`src/hw/rtl/fcull_pkg.sv`:
```
// ----------------------------------------------------------------------------
// fcull_pkg
// Shared types and constants of the frustum cull test.
// ----------------------------------------------------------------------------
package fcull_pkg;

	localparam int PLANE_COUNT = 6;
	localparam int PLANE_WIDTH = 64;
	localparam int COEF_WIDTH  = 16;
	localparam int FRAC_BITS   = 14;
	localparam int CFG_IDX_W   = 3;

	typedef logic [PLANE_WIDTH-1:0] plane_t;
	typedef plane_t [PLANE_COUNT-1:0] plane_array_t;

	typedef enum logic [CFG_IDX_W-1:0] {
		REG_PLANE_LEFT   = 3'd0,
		REG_PLANE_RIGHT  = 3'd1,
		REG_PLANE_BOTTOM = 3'd2,
		REG_PLANE_TOP    = 3'd3,
		REG_PLANE_NEAR   = 3'd4,
		REG_PLANE_FAR    = 3'd5
	} cfg_reg_t;

	typedef enum logic [1:0] {
		VERDICT_OUTSIDE = 2'd0,
		VERDICT_INSIDE  = 2'd1,
		VERDICT_CROSS   = 2'd2
	} verdict_t;

	typedef enum logic {
		OP_BOX    = 1'b0,
		OP_SPHERE = 1'b1
	} opcode_t;

	// stage enables shared by the plane lanes
	typedef struct packed {
		logic en_s1;
		logic en_s2;
		logic en_s3;
	} pipe_ctl_t;

endpackage

```
`src/hw/rtl/fcull_plane_lane.sv`:
```
// ----------------------------------------------------------------------------
// fcull_plane_lane
// One plane: vertex select, products, signed distance sums and sign flags.
// ----------------------------------------------------------------------------
module fcull_plane_lane #(
	parameter int COORD_WIDTH = 16
) (
	input  logic                                clk,
	input  fcull_pkg::pipe_ctl_t                ctl,
	input  fcull_pkg::plane_t                   plane,
	input  logic                                opcode,
	input  logic signed [COORD_WIDTH-1:0]       box_min_x,
	input  logic signed [COORD_WIDTH-1:0]       box_min_y,
	input  logic signed [COORD_WIDTH-1:0]       box_min_z,
	input  logic signed [COORD_WIDTH-1:0]       box_max_x,
	input  logic signed [COORD_WIDTH-1:0]       box_max_y,
	input  logic signed [COORD_WIDTH-1:0]       box_max_z,
	input  logic signed [COORD_WIDTH-1:0]       center_x,
	input  logic signed [COORD_WIDTH-1:0]       center_y,
	input  logic signed [COORD_WIDTH-1:0]       center_z,
	input  logic        [COORD_WIDTH-1:0]       sphere_radius,
	output logic                                far_neg_s3,
	output logic                                near_neg_s3
);

	localparam int CW   = COORD_WIDTH;
	localparam int KW   = fcull_pkg::COEF_WIDTH;
	localparam int PW   = KW + CW;
	localparam int OW   = ((CW + 1 > KW) ? CW + 1 : KW) + 1;
	localparam int OSW  = OW + fcull_pkg::FRAC_BITS;
	localparam int SW   = ((PW > OSW) ? PW : OSW) + 2;

	logic signed [KW-1:0] coef_a, coef_b, coef_c, coef_d;

	assign coef_a = signed'(plane[63:48]);
	assign coef_b = signed'(plane[47:32]);
	assign coef_c = signed'(plane[31:16]);
	assign coef_d = signed'(plane[15:0]);

	// stage 1: far and near vertex, radius term
	logic signed [CW-1:0] fx_s1, fy_s1, fz_s1, qx_s1, qy_s1, qz_s1;
	logic        [CW-1:0] rad_s1;

	always_ff @(posedge clk) begin
		if (ctl.en_s1) begin
			if (opcode == fcull_pkg::OP_SPHERE) begin
				fx_s1  <= center_x;
				fy_s1  <= center_y;
				fz_s1  <= center_z;
				rad_s1 <= sphere_radius;
			end else begin
				fx_s1  <= coef_a[KW-1] ? box_min_x : box_max_x;
				fy_s1  <= coef_b[KW-1] ? box_min_y : box_max_y;
				fz_s1  <= coef_c[KW-1] ? box_min_z : box_max_z;
				rad_s1 <= '0;
			end
			qx_s1 <= coef_a[KW-1] ? box_max_x : box_min_x;
			qy_s1 <= coef_b[KW-1] ? box_max_y : box_min_y;
			qz_s1 <= coef_c[KW-1] ? box_max_z : box_min_z;
		end
	end

	// stage 2: products and offsets
	logic signed [PW-1:0] pfx_s2, pfy_s2, pfz_s2, pqx_s2, pqy_s2, pqz_s2;
	logic signed [OW-1:0] off_far_s2, off_near_s2;
	logic signed [OW-1:0] d_ext, rad_ext;

	assign d_ext   = OW'(coef_d);
	assign rad_ext = signed'(OW'(rad_s1));

	always_ff @(posedge clk) begin
		if (ctl.en_s2) begin
			pfx_s2      <= PW'(coef_a) * PW'(fx_s1);
			pfy_s2      <= PW'(coef_b) * PW'(fy_s1);
			pfz_s2      <= PW'(coef_c) * PW'(fz_s1);
			pqx_s2      <= PW'(coef_a) * PW'(qx_s1);
			pqy_s2      <= PW'(coef_b) * PW'(qy_s1);
			pqz_s2      <= PW'(coef_c) * PW'(qz_s1);
			off_far_s2  <= d_ext + rad_ext;
			off_near_s2 <= d_ext;
		end
	end

	// stage 3: distance sums, keep the sign only
	logic signed [SW-1:0] far_sum, near_sum;

	assign far_sum  = SW'(pfx_s2) + SW'(pfy_s2) + SW'(pfz_s2)
	                + (SW'(off_far_s2) <<< fcull_pkg::FRAC_BITS);
	assign near_sum = SW'(pqx_s2) + SW'(pqy_s2) + SW'(pqz_s2)
	                + (SW'(off_near_s2) <<< fcull_pkg::FRAC_BITS);

	always_ff @(posedge clk) begin
		if (ctl.en_s3) begin
			far_neg_s3  <= far_sum[SW-1];
			near_neg_s3 <= near_sum[SW-1];
		end
	end

endmodule

```
`config.mk`:
```
export PLATFORM = sky130hd
export DESIGN_NAME = fcull_plane_lane
export DESIGN_NICKNAME = d
export VERILOG_FILES = /design/src/hw/rtl/fcull_pkg.sv /design/src/hw/rtl/fcull_plane_lane.sv
export SDC_FILE = /design/constraint.sdc
export NUM_CORES = 2
export LEC_CHECK = 0
export BUFFER_PORTS_ARGS = -buffer_cell sky130_fd_sc_hd__buf_2
export CAP_MARGIN = 20
export CELL_PAD_IN_SITES_DETAIL_PLACEMENT = 0
export CELL_PAD_IN_SITES_GLOBAL_PLACEMENT = 2
export CORE_ASPECT_RATIO = 1.4
export CORE_MARGIN = 10
export CORE_UTILIZATION = 44
export DETAILED_ROUTE_END_ITERATION = 10
export GPL_TIMING_DRIVEN = 0
export PLACE_DENSITY = 0.89
export SKIP_LAST_GASP = 1
export SLEW_MARGIN = 10
export SYNTH_ARGS = -nofsm -noshare
export SYNTH_HDL_FRONTEND = slang
export SYNTH_SLANG_ARGS = --single-unit
```
`constraint.sdc`:
```
create_clock -name clk -period 8.11 [get_ports clk]
set_input_delay 1.2165 -clock clk [delete_from_list [all_inputs] [get_ports clk]]
set_output_delay 1.2165 -clock clk [all_outputs]
set_load 0.03 [all_outputs]
```
==> metrics.txt <==
Core Footprint=170,000 µm²; global-route congestion overflow total=0; number of cells on the worst reg-to-reg path=23; area taken by multi-input logic gates=57,200 µm²; wire length of the first global-routing pass=354,000 µm; number of library cell types mapped by synthesis=75; yosys warns=0; post-detailed-route via-to-cell ratio=5.19; CP endpoint kind=flip-flop; post-synthesis cell area=75,000 µm²; Initial DRC Count=3,038; worst slew pin tran=1220 ps; start of the worst register-to-register path=fy_s1[7]; kind of start point of the critical path=input port; Die X-Extent=369 µm; Min-Delay Path Class=flip-flop to flip-flop; proportion of synthesized area in mux cells=1.39%; endpoint of the worst setup timing path=pqy_s2[30]; most frequently used flop master after synthesis=sky130_fd_sc_hd__edfxtp_1; worst clock skew=73.8 ps; Row Count=179; number of port buffers=226; count of cells along the worst hold path=2; ys async rst share=0%; clock tree from TritonCTS=yes; via count of the first global-routing pass=57,327; period utilisation layout=99.1%; share of synthesized cell area in and, or, nand and nor gates=13.0%; final estimated routing congestion in global placement=0.939; biggest area contributors in the synthesized netlist=sky130_fd_sc_hd__fa_1 (45%), sky130_fd_sc_hd__edfxtp_1 (14%), sky130_fd_sc_hd__ha_1 (9.9%); top library cells by usage in the layout, fill and taps aside=sky130_fd_sc_hd__inv_1 (1,757), sky130_fd_sc_hd__fa_1 (1,671), sky130_fd_sc_hd__nand2_1 (808); worst slack on hold paths=693 ps; flop2flop setup slack=350 ps; Setup Viol. Count Final=0; Worst setup startpoint=plane[42]; overall via count from detail_route=51,976; overall track demand over capacity in global routing=25.3%; number of flip-flops and latches in the synthesized netlist=340; status=completed; combinational family with the most area after synthesis=adder cells; required time at the worst-slack endpoint=8470 ps; Final Hold Viols=0; final HPWL from detailed placement=197,000 µm; commonest non-fill, non-tap cell in the layout=sky130_fd_sc_hd__inv_1; end of the worst register-to-register path=pfy_s2[29]; boundary pin count=231; Die Area=188,000 µm²; Remaining DRCs=0; Setup CP Type=input port to flip-flop; combined flip-flop and latch cell area=10,200 µm²; Num Clock Sinks=340; pin count of the biggest net entering global routing=116; H-tree lvl count=2; antenna violations before repair=34; number of buffers created by CTS=44; Mapped Avg Cell Area=10.1 µm²; Die Height=508 µm; maximum buffer depth of the clock tree=3; detailed-router iteration count before antenna repair=5; Mapped Nets=9,940; parity-gate share of the synthesized area counting xor and xnor cells=2.64%; area added between synthesis and finish=7.58%; gate count after technology mapping=7,443; fraction of final layout cells with drive strength greater than 1=5.17%; post-layout util=47.5%; total wirelength of the detailed-routed design=232,000 µm; clock root buffer=sky130_fd_sc_hd__clkbuf_16; Detail Route Antenna Nets=0; share of synthesized cell area in full adder, half adder and majority cells=54.6%; maximum frequency from static timing analysis=124 MHz; part of the Yosys area used for sequential elements=13.6%; Final Max Tran Viols=0; leading area contributor after synthesis=sky130_fd_sc_hd__fa_1; effective utilization at floorplan=44.2%; final std cell area, no fill=80,600 µm²; average detailed-routed wire length per instance=23.2 µm; area of placed instances=79,100 µm²; final-layout fill cell count=16,401; cts-stage hold buffer count=0; EDFF count, synth=340; Max transition margin=18.7%; maximum fanout along the worst path=10; post-layout net count=10,216; latest clock arrival within the worst-skew pair=690 ps; top cell type's share of synthesized area=44.7%; Data arrival, critical path=8400 ps; Min Clock Period, post-route=8040 ps; Synth Area in Compound Gates=4.60%; count of max-cap constraint violations=0; clock-pin slew on the worst setup and hold paths=70 ps
## synthesized netlist by cell type, drive strengths merged (50+ instances only)
cell type	count
and2	777
edfxtp	340
nand2	808
xnor2	188
o21ai	120
ha	595
a21oi	148
fa	1673
clkbuf	262
a21o	85
inv	1757
nor2	169
mux2i	50
## worst max-delay path: stages
cell and delay [ps]:
sky130_fd_sc_hd__buf_2 180, sky130_fd_sc_hd__clkbuf_1 830, sky130_fd_sc_hd__and2_1 270, sky130_fd_sc_hd__fa_1 420
sky130_fd_sc_hd__inv_1 90, sky130_fd_sc_hd__fa_1 430, sky130_fd_sc_hd__fa_1 510, sky130_fd_sc_hd__inv_1 50
sky130_fd_sc_hd__fa_1 440, sky130_fd_sc_hd__fa_1 510, sky130_fd_sc_hd__inv_1 50, sky130_fd_sc_hd__fa_1 470
sky130_fd_sc_hd__inv_1 40, sky130_fd_sc_hd__ha_1 250, sky130_fd_sc_hd__clkbuf_1 180, sky130_fd_sc_hd__and4_1 290
sky130_fd_sc_hd__nand2_1 80, sky130_fd_sc_hd__o21ai_0 170, sky130_fd_sc_hd__o311ai_0 780, sky130_fd_sc_hd__o211ai_1 320
sky130_fd_sc_hd__a21o_1 250, sky130_fd_sc_hd__a21oi_1 350, sky130_fd_sc_hd__xnor2_4 190
## cell families (layout without fill, tap and decap cells)
logic type      after synthesis  in the layout
simple gates               1954           1954
flops                       340            340
other cells                   0              6
compound gates              528            528
xor+xnor                    226            226
mux                          98             98
buf+inv                    2029           2340
fa+ha+maj                  2268           2268
## final cells by class
class,instances,share of cell area (%)
antenna,6,0.0186
inverter,1757,8.18
sequential,340,12.7
multi-input combinational,5074,70.9
clock buffer,51,1.40
buffer,270,1.30
timing repair buffer,232,1.58
clock inverter,30,0.459
tap,2262,3.51
## flip-flops by register name, indices dropped and copies added, names as in the netlist, 18 cells and up
name,cells
pqz_s2,32
pfz_s2,32
pfx_s2,32
pfy_s2,32
pqx_s2,32
off_far_s2,18
pqy_s2,32
## per-layer routing
metal	track usage (%)	wire (µm)
met3	4.02	14500
met4	12.3	14100
met5	0	87
met1	31.9	91500
met2	42.1	112000
## how the worst min path moves through the flow
| stage | to | from | slack (ps) |
|---|---|---|---|
| 4_1_cts | off_far_s2[13] | rad_s1[13] | 700 |
| 6_report | off_far_s2[13] | rad_s1[13] | 690 |
| 3_3_place_gp | off_far_s2[0] | rad_s1[0] | 650 |
| 5_1_grt | off_far_s2[13] | rad_s1[13] | 740 |
| 2_1_floorplan | off_far_s2[0] | rad_s1[0] | 510 |
| 3_5_place_dp | off_far_s2[0] | rad_s1[0] | 650 |
## timing repair
item	4_1_cts	5_1_grt
setup buffers	0	0
gates resized for setup	7	34
endpoints found under the setup margin	9	17
## through the flow
step / std cells / worst slack [ps] / setup TNS (ps)
finish: 10022 / 74.7 / 0
global route: 10016 / -6.18 / -6.18
CTS: 10018 / 14.9 / 0
detailed placement: 9937 / -1400 / -21260
global placement: 9931 / -1610 / -25660
floorplan: 7443 / 581 / 0
Power is left out: the tool's default activity adds up to more than one toggle a clock period on the data nets, which glitch-free logic cannot reach.
